`src/hw/rtl/horizontal_box_blur_rgb_macros.svh`:
```
// Assertion macros for the horizontal box blur block.
// Included by the modules that carry concurrent checks; no other dependencies.
`ifndef HORIZONTAL_BOX_BLUR_RGB_MACROS_SVH
`define HORIZONTAL_BOX_BLUR_RGB_MACROS_SVH

`ifndef SYNTH
// Property checked every clock, disabled in reset
`define HBB_ASSERT(lbl, clk_s, rst_s, prop, msg) \
  lbl: assert property (@(posedge clk_s) disable iff (rst_s) (prop)) else $error(msg);
// Condition in one cycle implies a consequence in the next
`define HBB_ASSERT_NEXT(lbl, clk_s, rst_s, ante, cons, msg) \
  lbl: assert property (@(posedge clk_s) disable iff (rst_s) (ante) |=> (cons)) \
    else $error(msg);
`else
`define HBB_ASSERT(lbl, clk_s, rst_s, prop, msg)
`define HBB_ASSERT_NEXT(lbl, clk_s, rst_s, ante, cons, msg)
`endif

`endif

```
`src/hw/rtl/hbb_pkg.sv`:
```
// Shared types and defaults for the horizontal box blur block.
// No dependencies; used by hbb_div and horizontal_box_blur_rgb.
`timescale 1ns / 1ps

package hbb_pkg;

  localparam int CHAN_W = 8;
  localparam int NUM_CH = 3;
  localparam int ROW_W  = 12;

  // Defaults for the top-level parameters
  localparam int HALF_WIDTH_DEF = 8;
  localparam int MAX_ROW_DEF    = 4095;

  localparam logic [ROW_W-1:0] ROW_WIDTH_RST = 12'd640;

  typedef logic [CHAN_W-1:0] chan_t;
  // Channel 0 blue, 1 green, 2 red
  typedef chan_t [NUM_CH-1:0] pixel_t;

endpackage

```
`src/hw/rtl/hbb_ram.sv`:
```
// Generic single-write, single-read synchronous RAM with registered read data.
// No dependencies.
`timescale 1ns / 1ps

module hbb_ram #(
  parameter int WIDTH = 24,
  parameter int DEPTH = 17
) (
  input  logic                     clk,
  input  logic                     we,
  input  logic [$clog2(DEPTH)-1:0] waddr,
  input  logic [WIDTH-1:0]         wdata,
  input  logic [$clog2(DEPTH)-1:0] raddr,
  output logic [WIDTH-1:0]         rdata
);

  logic [WIDTH-1:0] mem [DEPTH];

  // Write port and registered read port
  always_ff @(posedge clk) begin
    if (we) begin
      mem[waddr] <= wdata;
    end
    rdata <= mem[raddr];
  end

endmodule

```
`src/hw/rtl/hbb_div.sv`:
```
// Division of a window sum by the constant window length, by reciprocal multiply.
// Depends on hbb_pkg for the channel width.
`timescale 1ns / 1ps

module hbb_div #(
  parameter int DIVISOR = 17,
  parameter int IN_W    = 13
) (
  input  logic [IN_W-1:0]     dividend,
  output hbb_pkg::chan_t      quotient
);

  // Shift and rounded-up reciprocal: exact floor for every dividend below 2**IN_W
  localparam int          SH     = IN_W + $clog2(DIVISOR);
  localparam logic [63:0] MULT64 = ((64'd1 << SH) + 64'(DIVISOR) - 64'd1) / 64'(DIVISOR);
  localparam int          PROD_W = 2 * IN_W + 1;

  logic [IN_W:0]       mult;
  logic [PROD_W-1:0]   product;

  assign mult     = MULT64[IN_W:0];
  assign product  = PROD_W'(dividend) * PROD_W'(mult);
  assign quotient = product[SH +: hbb_pkg::CHAN_W];

endmodule

```
`src/hw/rtl/horizontal_box_blur_rgb.sv`:
```
// Horizontal box blur over a raster stream of 8-bit RGB pixels. Each channel of pixel x
// becomes floor(sum of pixels x-N..x+N / (2N+1)), N = HALF_WIDTH; the first and last N
// pixels of a row, and every pixel of a row narrower than 2N+1, pass through. Results lag
// by N pixels and the last pixel of a row flushes the pending ones (tlast on the row's
// last pixel, tuser on the last result an input word causes). The window lives in a
// 2N+1 entry RAM with one write and one registered read port. A word that causes no result
// frees the input after the accept and read-modify-write steps; one that causes results
// also takes a RAM read and an output step for each and waits while the output stalls.
// The window RAM needs no clearing pass after reset: a fill count keeps never-written
// entries out of the sums. Row width 0 or above MAX_ROW is taken as MAX_ROW; the user must
// write configuration only while the block is idle, which the block does not enforce.
// Depends on hbb_pkg, hbb_ram, hbb_div and horizontal_box_blur_rgb_macros.svh.
`timescale 1ns / 1ps
`include "horizontal_box_blur_rgb_macros.svh"

module horizontal_box_blur_rgb #(
  parameter int HALF_WIDTH = hbb_pkg::HALF_WIDTH_DEF,
  parameter int MAX_ROW    = hbb_pkg::MAX_ROW_DEF
) (
  input  logic                      clk,
  input  logic                      rst,
  // Pixel input
  input  logic                      s_tvalid,
  output logic                      s_tready,
  input  logic [23:0]               s_tdata,   // blue_in, green_in, red_in
  // Pixel output
  output logic                      m_tvalid,
  input  logic                      m_tready,
  output logic [23:0]               m_tdata,   // blue_out, green_out, red_out
  output logic                      m_tlast,   // end_of_row
  output logic                      m_tuser,   // last_of_burst
  // Row width register
  input  logic                      cfg_valid,
  output logic                      cfg_ready,
  input  logic [hbb_pkg::ROW_W-1:0] cfg_data   // row_width
);

  localparam int WIN    = 2 * HALF_WIDTH + 1;
  localparam int AW     = $clog2(WIN);
  localparam int SUM_W  = $clog2(WIN * 255 + 1);
  localparam int FILL_W = $clog2(WIN + 1);
  localparam int CW     = $clog2(MAX_ROW + 1);
  localparam int IDX_W  = $clog2(HALF_WIDTH + 1);
  localparam int NCH    = hbb_pkg::NUM_CH;

  typedef enum logic [1:0] {
    ST_IDLE,
    ST_UPD,
    ST_RD,
    ST_OUT
  } state_t;

  state_t                      state;
  logic [hbb_pkg::ROW_W-1:0]   row_width;
  hbb_pkg::pixel_t             pix;
  logic [CW-1:0]               col;
  logic                        is_last;
  logic                        avg_ok;
  logic [AW-1:0]               wr_ptr;
  logic [AW-1:0]               rd_addr;
  logic [FILL_W-1:0]           fill;
  logic [IDX_W-1:0]            idx;
  logic [NCH-1:0][SUM_W-1:0]   sums;
  logic [NCH-1:0][SUM_W-1:0]   sums_next;
  hbb_pkg::pixel_t             quot;

  logic                        ram_we;
  logic [AW-1:0]               ram_raddr;
  hbb_pkg::pixel_t             ram_rdata;

  logic [CW-1:0]               eff_width;
  logic                        last_next;
  logic                        filled;
  logic                        has_out;
  logic [IDX_W-1:0]            idx_start;
  logic [AW:0]                 addr_tmp;
  logic [AW-1:0]               addr_start;
  logic [AW-1:0]               addr_inc;
  logic                        out_free;
  logic                        out_load;
  logic                        burst_end;
  hbb_pkg::pixel_t             out_pix;

  assign s_tready  = (state == ST_IDLE);
  assign cfg_ready = 1'b1;

  // Window RAM: written at the update step, read for the oldest entry and for pass-through
  assign ram_we    = (state == ST_UPD);
  assign ram_raddr = (state == ST_IDLE) ? wr_ptr : rd_addr;

  hbb_ram #(
    .WIDTH ($bits(hbb_pkg::pixel_t)),
    .DEPTH (WIN)
  ) u_window (
    .clk   (clk),
    .we    (ram_we),
    .waddr (wr_ptr),
    .wdata (pix),
    .raddr (ram_raddr),
    .rdata (ram_rdata)
  );

  // One constant divider per channel
  for (genvar ch = 0; ch < NCH; ch++) begin : g_div
    hbb_div #(
      .DIVISOR (WIN),
      .IN_W    (SUM_W)
    ) u_div (
      .dividend (sums[ch]),
      .quotient (quot[ch])
    );
  end

  // Effective row width and row-end detect for the incoming word
  always_comb begin
    if (row_width == '0 || 32'(row_width) > 32'(MAX_ROW)) begin
      eff_width = CW'(MAX_ROW);
    end else begin
      eff_width = CW'(row_width);
    end
    last_next = ({1'b0, col} + (CW+1)'(1)) >= {1'b0, eff_width};
  end

  // Running sums: add the new pixel, drop the one leaving the window once it is filled
  assign filled = (fill == FILL_W'(WIN));
  always_comb begin
    for (int ch = 0; ch < NCH; ch++) begin
      sums_next[ch] = SUM_W'((SUM_W+1)'(sums[ch]) + (SUM_W+1)'(pix[ch])
                    - (filled ? (SUM_W+1)'(ram_rdata[ch]) : '0));
    end
  end

  // Burst setup: first result distance from the newest pixel and its RAM slot
  always_comb begin
    has_out = is_last || (col >= CW'(HALF_WIDTH));
    if (!is_last || col >= CW'(HALF_WIDTH)) begin
      idx_start = IDX_W'(HALF_WIDTH);
    end else begin
      idx_start = col[IDX_W-1:0];
    end
    addr_tmp = {1'b0, wr_ptr} + (AW+1)'(WIN) - (AW+1)'(idx_start);
    if (addr_tmp >= (AW+1)'(WIN)) begin
      addr_tmp = addr_tmp - (AW+1)'(WIN);
    end
    addr_start = addr_tmp[AW-1:0];
    addr_inc   = (rd_addr == AW'(WIN - 1)) ? '0 : rd_addr + AW'(1);
  end

  // Result selection
  assign out_free  = !m_tvalid || m_tready;
  assign out_load  = (state == ST_OUT) && out_free;
  assign burst_end = !is_last || (idx == '0);
  assign out_pix   = (avg_ok && idx == IDX_W'(HALF_WIDTH)) ? quot : ram_rdata;

  // Sequencer, window state and output register
  always_ff @(posedge clk) begin
    if (rst) begin
      state     <= ST_IDLE;
      row_width <= hbb_pkg::ROW_WIDTH_RST;
      col       <= '0;
      wr_ptr    <= '0;
      fill      <= '0;
      sums      <= '0;
      m_tvalid  <= 1'b0;
    end else begin
      if (cfg_valid && cfg_ready) begin
        row_width <= cfg_data;
      end
      // Output valid: set on a load, dropped once the word is taken
      if (out_load) begin
        m_tvalid <= 1'b1;
      end else if (m_tready) begin
        m_tvalid <= 1'b0;
      end
      unique case (state)
        ST_IDLE: begin
          if (s_tvalid) begin
            pix     <= s_tdata;
            is_last <= last_next;
            state   <= ST_UPD;
          end
        end
        ST_UPD: begin
          sums    <= sums_next;
          fill    <= filled ? fill : fill + FILL_W'(1);
          wr_ptr  <= (wr_ptr == AW'(WIN - 1)) ? '0 : wr_ptr + AW'(1);
          col     <= is_last ? '0 : col + CW'(1);
          avg_ok  <= col >= CW'(2 * HALF_WIDTH);
          idx     <= idx_start;
          rd_addr <= addr_start;
          state   <= has_out ? ST_RD : ST_IDLE;
        end
        ST_RD: begin
          state <= ST_OUT;
        end
        ST_OUT: begin
          if (out_free) begin
            m_tdata  <= out_pix;
            m_tlast  <= is_last && (idx == '0);
            m_tuser  <= burst_end;
            if (burst_end) begin
              state <= ST_IDLE;
            end else begin
              idx     <= idx - IDX_W'(1);
              rd_addr <= addr_inc;
              state   <= ST_RD;
            end
          end
        end
        default: begin
          state <= ST_IDLE;
        end
      endcase
    end
  end

  // Checks
  `HBB_ASSERT(a_row_end_closes_burst, clk, rst, !(m_tvalid && m_tlast) || m_tuser, "row end not last of burst")
  `HBB_ASSERT(a_sum_bounded_by_fill, clk, rst, 32'(sums[0]) <= 32'(fill) * 32'd255, "blue sum exceeds window fill")
  `HBB_ASSERT_NEXT(a_one_word_at_a_time, clk, rst, s_tvalid && s_tready, !s_tready, "input taken during update")

endmodule

```
`config.mk`:
```
export PLATFORM = sky130hd
export DESIGN_NAME = horizontal_box_blur_rgb
export DESIGN_NICKNAME = d
export VERILOG_FILES = /design/src/hw/rtl/hbb_pkg.sv /design/src/hw/rtl/hbb_ram.sv /design/src/hw/rtl/hbb_div.sv /design/src/hw/rtl/horizontal_box_blur_rgb.sv
export VERILOG_INCLUDE_DIRS = /design/src /design/src/hw/rtl
export SDC_FILE = /design/constraint.sdc
export NUM_CORES = 1
export LEC_CHECK = 0
export ABC_CLOCK_PERIOD_IN_PS = 15960
export BUFFER_PORTS_ARGS = -buffer_cell sky130_fd_sc_hd__buf_4
export CAP_MARGIN = 20
export CORE_MARGIN = 2
export CORE_UTILIZATION = 42
export CTS_BUF_LIST = sky130_fd_sc_hd__clkbuf_2 sky130_fd_sc_hd__clkbuf_4 sky130_fd_sc_hd__clkbuf_8
export DETAILED_ROUTE_END_ITERATION = 6
export SLEW_MARGIN = 20
export SYNTH_ARGS = -nofsm -noshare
export SYNTH_HDL_FRONTEND = slang
export SYNTH_SLANG_ARGS = --single-unit
export TNS_END_PERCENT = 10
```
`constraint.sdc`:
```
create_clock -name clk -period 15.96 [get_ports clk]
set_input_delay 1.596 -clock clk [delete_from_list [all_inputs] [get_ports clk]]
set_output_delay 1.596 -clock clk [all_outputs]
set_load 0.01 [all_outputs]
```
==> metrics.md, run 1 <==
| Metric | Value |
|---|---|
| Outcome | completed |
| Crit start category | flop |
| Hold_ws | around 0.52 ns |
| Leading area contributor after synthesis | edfxtp_1 |
| Final Setup Violations | 0 |
| Worst Hold Class | flop to flop |
| Post-CTS setup buffer count | 0 |
| I/O Pins | 70 |
| H-tree Lvls | 3 |
| Fmax | about 180 MHz |
| Top_reg_cell synth | edfxtp_1 |
| Most frequent cell after synthesis | edfxtp_1 |
| Max Root-Sink Buffers | 3 |
| Number of remaining DRC errors | 0 |
| Top post-synthesis cells by area | edfxtp_1, ha_1, fa_1 |
| Worst slew margin | between 20% and 30% |
| First-iteration detailed-routing DRC count | 1384 |
| Chip height | 286 um |
| DR vias | a little over 20k |
| Fin crit period | 5.55 ns |
| Post-synth top cells | edfxtp_1, inv_1, ha_1, nand2_1, fa_1 |
| Die width | 286 um |
| GP Congestion | 0.869 |
| CP max stage delay | 0.59 ns |
| WL per Instance | 19.5 um |
| Iteration count of the initial detailed-routing pass | 5 |
| Top Metal Used | met4 |
| Die footprint | 81900 sq um |
| P per Cell Area | approximately 120 nW/um^2 |
| FF+latch count, synth | 569 |
| Detailed Route WL | 78000 um |
| Synth top area share | 42.1% |
| Post-CTS Hold Buffers | 0 |
| Critical path start-end classification | flop to flop |
| Cells after DPL | 3820 |
| Register area share after synthesis | 48.1% |
| Leak | 15.5 nW |
| Mapped Avg Cell Area | 12.0 sq um |
| Grt total ovfl | 0 |
| Crit-path cells | inv_1 -> fa_1 -> inv_1 -> ha_1 -> inv_1 -> fa_1 -> inv_1 -> fa_1 -> inv_1 -> fa_1 -> inv_1 -> ha_1 -> nor2b_1 -> a2111oi_0 -> o21a_1 -> o21ai_0 -> o22ai_1 -> xor2_1 -> o21ai_0 |
| Syn Inst Count | approximately 2.8k |
| RSZ-0062 raised after global routing | false |
| Core box area | 78900 sq um |
| Pwr Total | 4.29 mW |
| CTS tree | built |
| Crit path max-delay family | adder cells |
| First-pass GRT wire length | 123000 um |
| Slowest-stage cell, CP | a2111oi_0 |
| Fin util | 47.3% |
| Vias in the first global route | 21.9k |
| CP required | 16.36 ns |
| Metal2 WL | 37200 um |
| Syn Nets | ~3.3k |
| Slew Limit Fails | 0 |
| CTS clk-pin slew, worst paths | 0.06 ns |
| Site row count | between 100 and 150 |
| ANT nets after route | 0 |
| Slew of the pin with the lowest slew margin | 1.15 ns |
| Setup crit end kind | flop |
| Area delta synth->final | 11.5% |
| Layout cells sized above 1 | 11.5% |
| Post-layout nets | approximately 3.4k |
| Post-synth EDFFs | 469 |
| Final Cycle Share | 34.8% |
| Initial antenna violation count | 1 |
| Post-Syn Area | 33400 sq um |
| Worst IR drop on VDD | around 0.047 mV |
| Yosys cell types | 73 |
| Placed wire-length estimate | 51700 um |
| Total CTS buffers | 96 |
| Crit Path Max Fanout | 6 |
| Non-filler cells, final | 3996 |
| Resize count post-CTS | 0 |
| Vias/cell | between 5 and 6 |
| Metal-1 WL | around 35000 um |
| Most used cell, CP | inv_1 |
| Fillers | 7154 |
| Setup TNS | 0 ns |
| Data arrival time of the worst path | 5.96 ns |
| Met3 WL | about 3700 um |
| Max-Cap Viols | 0 |
| Post-synth ARST share | 0% |
| Multi-input logic area | 15400 sq um |
| Initial Util | ~42% |
| Clk Latency, worst-skew pair | roughly 0.68 ns |
| Clock sink total | 569 |
| IO buf count | 68 |
| Clock skew | around 0.042 ns |
| GRT Total Usage | 19.4% |
| Register area | about 16000 sq um |
| Largest net degree at the start of global routing | 82 |
| Buf/Inv on CP | 6 |
| Yosys warnings | 0 |
| Hold Vio Cnt, Final | 0 |
| Root Buffer | clkbuf_8 |
flip-flops by register name (all words and copies together), names as in the netlist:
register and cells:
pix 24, state 2, fill 5, idx 4, m_tlast 1, m_tuser 1
m_tdata 24, is_last 1, u_window.rdata 24, wr_ptr 5, avg_ok 1, rd_addr 5
u_window.mem 408, row_width 12, sums 39, m_tvalid 1, col 12
logic make-up (layout without fill, tap and decap cells):
family	count (synthesis)	in the layout	synth area share (%)
and+or+nand+nor	592	592	8.32
DFF	569	569	48.1
buffers and inverters	561	726	6.54
adders and majority gates	497	497	22.7
AOI/OAI and AO/OA	410	410	8.24
muxes	83	83	4.36
xor gates and xnor gates	67	67	1.76
other	1	2	0.0112
layout make-up:
cell class | instances | area share (%)
multi-input cells | 1650 | 41.3
well taps | 1050 | 3.52
clock buffers | 122 | 4.12
repair buffers | 93 | 2.17
inverters | 462 | 4.65
diodes | 1 | 0.00671
flip-flops and latches | 569 | 43.1
clock inverters | 49 | 1.11
cells in the final DEF, fill, tap and decap left out, types with 7 or more instances in the layout:
master,instances
bufinv_16,7
nor2b_1,11
a21oi_1,94
mux4_2,50
mux2i_1,28
nand3b_1,8
nor2_1,116
a31oi_1,25
o21a_1,10
and2_1,52
nor3_1,27
dfxtp_1,100
o21ai_0,67
a22oi_1,10
clkbuf_8,99
ha_1,316
xnor2_1,38
xor2_1,29
buf_4,87
a21o_1,16
and3_1,20
o21bai_1,10
clkinv_2,9
nand3_1,21
clkbuf_4,23
nand2_1,236
and2_0,20
fa_1,181
inv_1,462
clkinv_1,26
a211oi_1,79
nor2_4,16
a311oi_1,44
or3_1,16
o31ai_1,10
edfxtp_1,469
where the power goes:
part           switching [mW]  internal, mW
Sequential             0.0620          1.65
Clock                   0.596         0.744
Combinational           0.727         0.511
layer usage:
| metal | track usage (%) | vias to the layer above |
|---|---|---|
| li1 | - | 9849 |
| met1 | 26.4 | 10371 |
| met2 | 32.3 | 457 |
| met3 | 2.69 | 112 |
| met4 | 5.96 | 0 |
| met5 | 0 | - |
final timing paths:
path | start | to | slack [ns] | cells past startpoint
worst max-delay path | sums[7]$_SDFFE_PP0P_ | m_tdata[5]$_DFFE_PP_ | 10.41 | 19
worst min-delay path | col[1]$_SDFFE_PP0P_ | col[1]$_SDFFE_PP0P_ | 0.52 | 2
worst max register to register | sums[7]$_SDFFE_PP0P_ | m_tdata[5]$_DFFE_PP_ | 10.41 | 19
worst min register to register | col[1]$_SDFFE_PP0P_ | col[1]$_SDFFE_PP0P_ | 0.52 | 2
worst register-to-register path, delay by kind of cell, from the launching register on:
kind / cells / cell delay (ns)
AO/OA/AOI/OAI: 5 / 1.43
adder cells (fa/ha/maj): 6 / 2.68
XOR/XNOR: 1 / 0.16
buffers and inverters: 6 / 0.42
AND/OR/NAND/NOR: 1 / 0.13
flip-flops: 1 / 0.45
metrics by stage:
step                worst slack (ns)  area, sq um
finish                         10.41        37300
global route                   10.03        37300
CTS                            10.37        37200
detailed placement             10.37        35200
global placement               10.47        35200
floorplan                      10.83        33400
No activity file was read; power rests on OpenSTA's default activity.
==> inputs of run 2 (changes only) <==
--- a/config.mk
+++ b/config.mk
@@ -6,7 +6,8 @@
 export SDC_FILE = /design/constraint.sdc
 export NUM_CORES = 1
 export LEC_CHECK = 0
-export ABC_CLOCK_PERIOD_IN_PS = 15960
+export ABC_AREA = 1
+export ABC_CLOCK_PERIOD_IN_PS = 5100
 export BUFFER_PORTS_ARGS = -buffer_cell sky130_fd_sc_hd__buf_4
 export CAP_MARGIN = 20
 export CORE_MARGIN = 2
==> constraint.sdc (replaced) <==
create_clock -name clk -period 5.1 [get_ports clk]
set_input_delay 0.51 -clock clk [delete_from_list [all_inputs] [get_ports clk]]
set_output_delay 0.51 -clock clk [all_outputs]
set_load 0.01 [all_outputs]
==> metrics.md, run 2 <==
| Metric | Value |
|---|---|
| Final Setup Violations | 0 (unchanged) |
| Most common cell after layout, fill and taps aside | nand2_1 (was edfxtp_1) |
| Max reg flops | 408 (unchanged) |
| Switching Fraction | 37.2% (was 32.3%) |
| Mapped Avg Cell Area | 9.15 sq um (was 12.0 sq um) |
| Hold Vio Cnt, Final | 0 (unchanged) |
| Layout cells sized above 1 | 7.74% (was 11.5%) |
| Initial Util | 42.2% (was 42.4%) |
| Metal-1 WL | 43400 um (was 35400 um) |
| Slowest-stage cell, CP | fa_1 (was a2111oi_0) |
| Crit Path Max Fanout | 6 (unchanged) |
| Clock sink total | 569 (unchanged) |
| Yosys warnings | 0 (unchanged) |
| Die width | 299 um (was 286 um) |
| Total CTS buffers | 100 (was 96) |
| Top post-synthesis cells by area | edfxtp_1, nand2_1, ha_1 (was edfxtp_1, ha_1, fa_1) |
| Die footprint | 89200 sq um (was 81900 sq um) |
| Crit start category | flop (unchanged) |
| ANT nets after route | 0 (unchanged) |
| Leak | 19.0 nW (was 15.5 nW) |
| Chip height | 299 um (was 286 um) |
| Internal Dissipation | 9.33 mW (was 2.90 mW) |
| Data arrival time of the worst path | 5.23 ns (was 5.96 ns) |
| Max Root-Sink Buffers | 3 (unchanged) |
| P per Cell Area | 364 nW/um^2 (was 115 nW/um^2) |
| Net Sw Power | 5.52 mW (was 1.39 mW) |
| Synth top area share | 38.6% (was 42.1%) |
| Vias/cell | 4.88 (was 5.20) |
| RSZ-0062 raised after global routing | false (unchanged) |
| Non-filler cells, final | 5371 (was 3996) |
| Core box area | 86300 sq um (was 78900 sq um) |
| Worst-case reg-to-reg path depth | 17 (was 19) |
| Outcome | completed (unchanged) |
| Worst R2R Start | sums[11]$_SDFFE_PP0P_ (was sums[7]$_SDFFE_PP0P_) |
| Iteration count of the initial detailed-routing pass | 5 (unchanged) |
| H-tree Lvls | 3 (unchanged) |
| Register area share after synthesis | 44.1% (was 48.1%) |
| I/O Pins | 70 (unchanged) |
| Fin crit period | 4.79 ns (was 5.55 ns) |
| DR vias | 26.2k (was 20.8k) |
| Cells after DPL | 5146 (was 3820) |
| Most frequent cell after synthesis | nand2_1 (was edfxtp_1) |
| Critical path start-end classification | flop to flop (unchanged) |
| Buf/Inv on CP | 4 (was 6) |
| Min-Delay Path Depth | 3 (was 2) |
| Post-layout nets | 4671 (was 3410) |
| Root Buffer | clkbuf_8 (unchanged) |
| First-pass GRT wire length | 143000 um (was 123000 um) |
| Syn Nets | 4522 (was 3318) |
| Area delta synth->final | 11.9% (was 11.5%) |
| Grt total ovfl | 0 (unchanged) |
| Clock skew | 0.0436 ns (was 0.0421 ns) |
| Setup TNS | 0 ns (unchanged) |
| Most frequent cells in the layout | nand2_1, inv_1, edfxtp_1, ha_1, nand3_1 (was edfxtp_1, inv_1, ha_1, nand2_1, fa_1) |
| Yosys cell types | 41 (was 73) |
| Setup crit end kind | flop (unchanged) |
| Biggest regs | u_window.mem: 408 flops, sums: 39 flops (unchanged) |
| Largest net degree at the start of global routing | 154 (was 82) |
| CP max stage delay | 0.57 ns (was 0.59 ns) |
| FF+latch count, synth | 569 (unchanged) |
| Slew Limit Fails | 0 (unchanged) |
| Hold_ws | 0.103 ns (was 0.521 ns) |
| Vias in the first global route | 25.6k (was 21.9k) |
| Post-Syn Area | 36500 sq um (was 33400 sq um) |
| Top Metal Used | met5 (was met4) |
| GRT Total Usage | 20.5% (was 19.4%) |
| R2r setup slk | 0.31 ns (was 10.41 ns) |
| Clock share of power | 28.7% (was 31.2%) |
| Crit-path cells | inv_1 -> ha_1 -> fa_1 -> inv_1 -> fa_1 -> fa_1 -> inv_1 -> fa_1 -> inv_1 -> ha_1 -> a21o_1 -> a21boi_0 -> o21ai_0 -> nand2_1 -> nand4_1 -> nand3_1 -> nand2_1 (was inv_1 -> fa_1 -> inv_1 -> ha_1 -> inv_1 -> fa_1 -> inv_1 -> fa_1 -> inv_1 -> fa_1 -> inv_1 -> ha_1 -> nor2b_1 -> a2111oi_0 -> o21a_1 -> o21ai_0 -> o22ai_1 -> xor2_1 -> o21ai_0) |
| Site row count | 108 (was 103) |
| Detailed Route WL | 91600 um (was 78000 um) |
| Final Cycle Share | 93.9% (was 34.8%) |
| IO buf count | 68 (unchanged) |
| Met3 WL | 4840 um (was 3690 um) |
| Post-synth top cells | nand2_1, inv_1, edfxtp_1, ha_1, nand3_1 (was edfxtp_1, inv_1, ha_1, nand2_1, fa_1) |
| Worst Hold Class | primary input to flop (was flop to flop) |
| Max-Cap Viols | 0 (unchanged) |
| Slew of the pin with the lowest slew margin | 1.24 ns (was 1.15 ns) |
| Reg with most FFs | u_window.mem (unchanged) |
| Leading area contributor after synthesis | edfxtp_1 (unchanged) |
| CTS tree | built (unchanged) |
| Fmax | 209 MHz (was 180 MHz) |
| Post-synth EDFFs | 469 (unchanged) |
| Top_reg_cell synth | edfxtp_1 (unchanged) |
| Sequential share of power | 35.6% (was 39.9%) |
| Crit path max-delay family | adder cells (unchanged) |
| Placed wire-length estimate | 62400 um (was 51700 um) |
| CP required | 5.54 ns (was 16.36 ns) |
| Initial antenna violation count | 3 (was 1) |
| Hold Path Origin | cfg_valid (was col[1]$_SDFFE_PP0P_) |
| Worst IR drop on VDD | 0.192 mV (was 0.0474 mV) |
| Worst slew margin | 17.6% (was 23.2%) |
| Syn Inst Count | 3984 (was 2780) |
| Post-synth ARST share | 0% (unchanged) |
| Number of remaining DRC errors | 0 (unchanged) |
| First-iteration detailed-routing DRC count | 1735 (was 1384) |
| Metal2 WL | 41600 um (was 37200 um) |
| FF-to-FF End | m_tdata[6]$_DFFE_PP_ (was m_tdata[5]$_DFFE_PP_) |
| WL per Instance | 17.1 um (was 19.5 um) |
| Combinational power share | 35.7% (was 28.9%) |
| Clk Latency, worst-skew pair | 0.72 ns (was 0.68 ns) |
| GP Congestion | 0.917 (was 0.869) |
| CTS clk-pin slew, worst paths | 0.06 ns (about the same) |
| Hold Path End | row_width[7]$_SDFFE_PP1P_ (was col[1]$_SDFFE_PP0P_) |
[run 2: layout make-up]
| type | instances | area [sq um] |
|---|---|---|
| Antenna cell | 3 | 7.51 |
| Clock buffer | 138 | 1680 |
| Clock inverter | 44 | 334 |
| Fill cell | 8262 | 45600 |
| Inverter | 695 | 2610 |
| Multi-Input combinational cell | 2609 | 17200 |
| Sequential cell | 569 | 16100 |
| Tap cell | 1155 | 1450 |
| Timing Repair Buffer | 158 | 1430 |
[run 2: how the worst max path moves through the flow]
stage,slack (ns),to,cells after the start,from
2_1_floorplan,0.67,m_tdata[9]$_DFFE_PP_,15,sums[23]$_SDFFE_PP0P_
3_3_place_gp,0.37,m_tdata[15]$_DFFE_PP_,19,sums[24]$_SDFFE_PP0P_
3_5_place_dp,0.34,m_tdata[13]$_DFFE_PP_,15,sums[24]$_SDFFE_PP0P_
4_1_cts,0.33,m_tdata[13]$_DFFE_PP_,15,sums[24]$_SDFFE_PP0P_
5_1_grt,0.02,m_tdata[13]$_DFFE_PP_,15,sums[24]$_SDFFE_PP0P_
6_report,0.31,m_tdata[6]$_DFFE_PP_,17,sums[11]$_SDFFE_PP0P_
[run 2: metal layers]
layer | vias to the layer above | GRT usage [%]
met3 | 131 | 2.92
met4 | 2 | 5.78
li1 | 13163 | -
met1 | 12316 | 29.0
met2 | 588 | 32.9
met5 | - | 0
[run 2: kinds of logic after synthesis]
kind of cell / share of synthesized area, %
DFF: 44.1
and+or+nand+nor: 19.0
other: 0.0103
buffers and inverters: 9.24
adders and majority gates: 20.8
xor gates and xnor gates: 1.13
AOI/OAI and AO/OA: 5.69
[run 2: timing repair]
item,in CTS,in global routing
endpoints found under the hold margin,36,0
resized for setup,0,0
setup buffers,0,0
hold buffers,36,0
[run 2: worst register-to-register path: cells and delay by family (launching register included)]
family | cells | cell delay [ns]
compound gates | 3 | 0.61
fa+ha+maj | 6 | 2.80
buf+inv | 4 | 0.29
flops | 1 | 0.48
simple gates | 4 | 0.35
[run 2: power groups by stage]
stage	clock network, mW	logic [mW]	registers, mW
floorplan	0	3.93	5.34
global placement	0	5.25	5.38
detailed placement	0	5.25	5.38
CTS	4.38	5.32	5.29
global route	4.58	6.13	5.30
finish	4.26	5.30	5.29
[run 2: stage by stage]
step                utilization (%)  power, mW  cell area, sq um  setup slack, ns
global route                   47.2       16.0             40800           0.0153
floorplan                         -       9.27             36500            0.669
finish                         47.2       14.9             40800            0.310
global placement               44.2       10.6             38200            0.368
detailed placement             44.4       10.6             38300            0.337
CTS                            47.1       15.0             40700            0.326
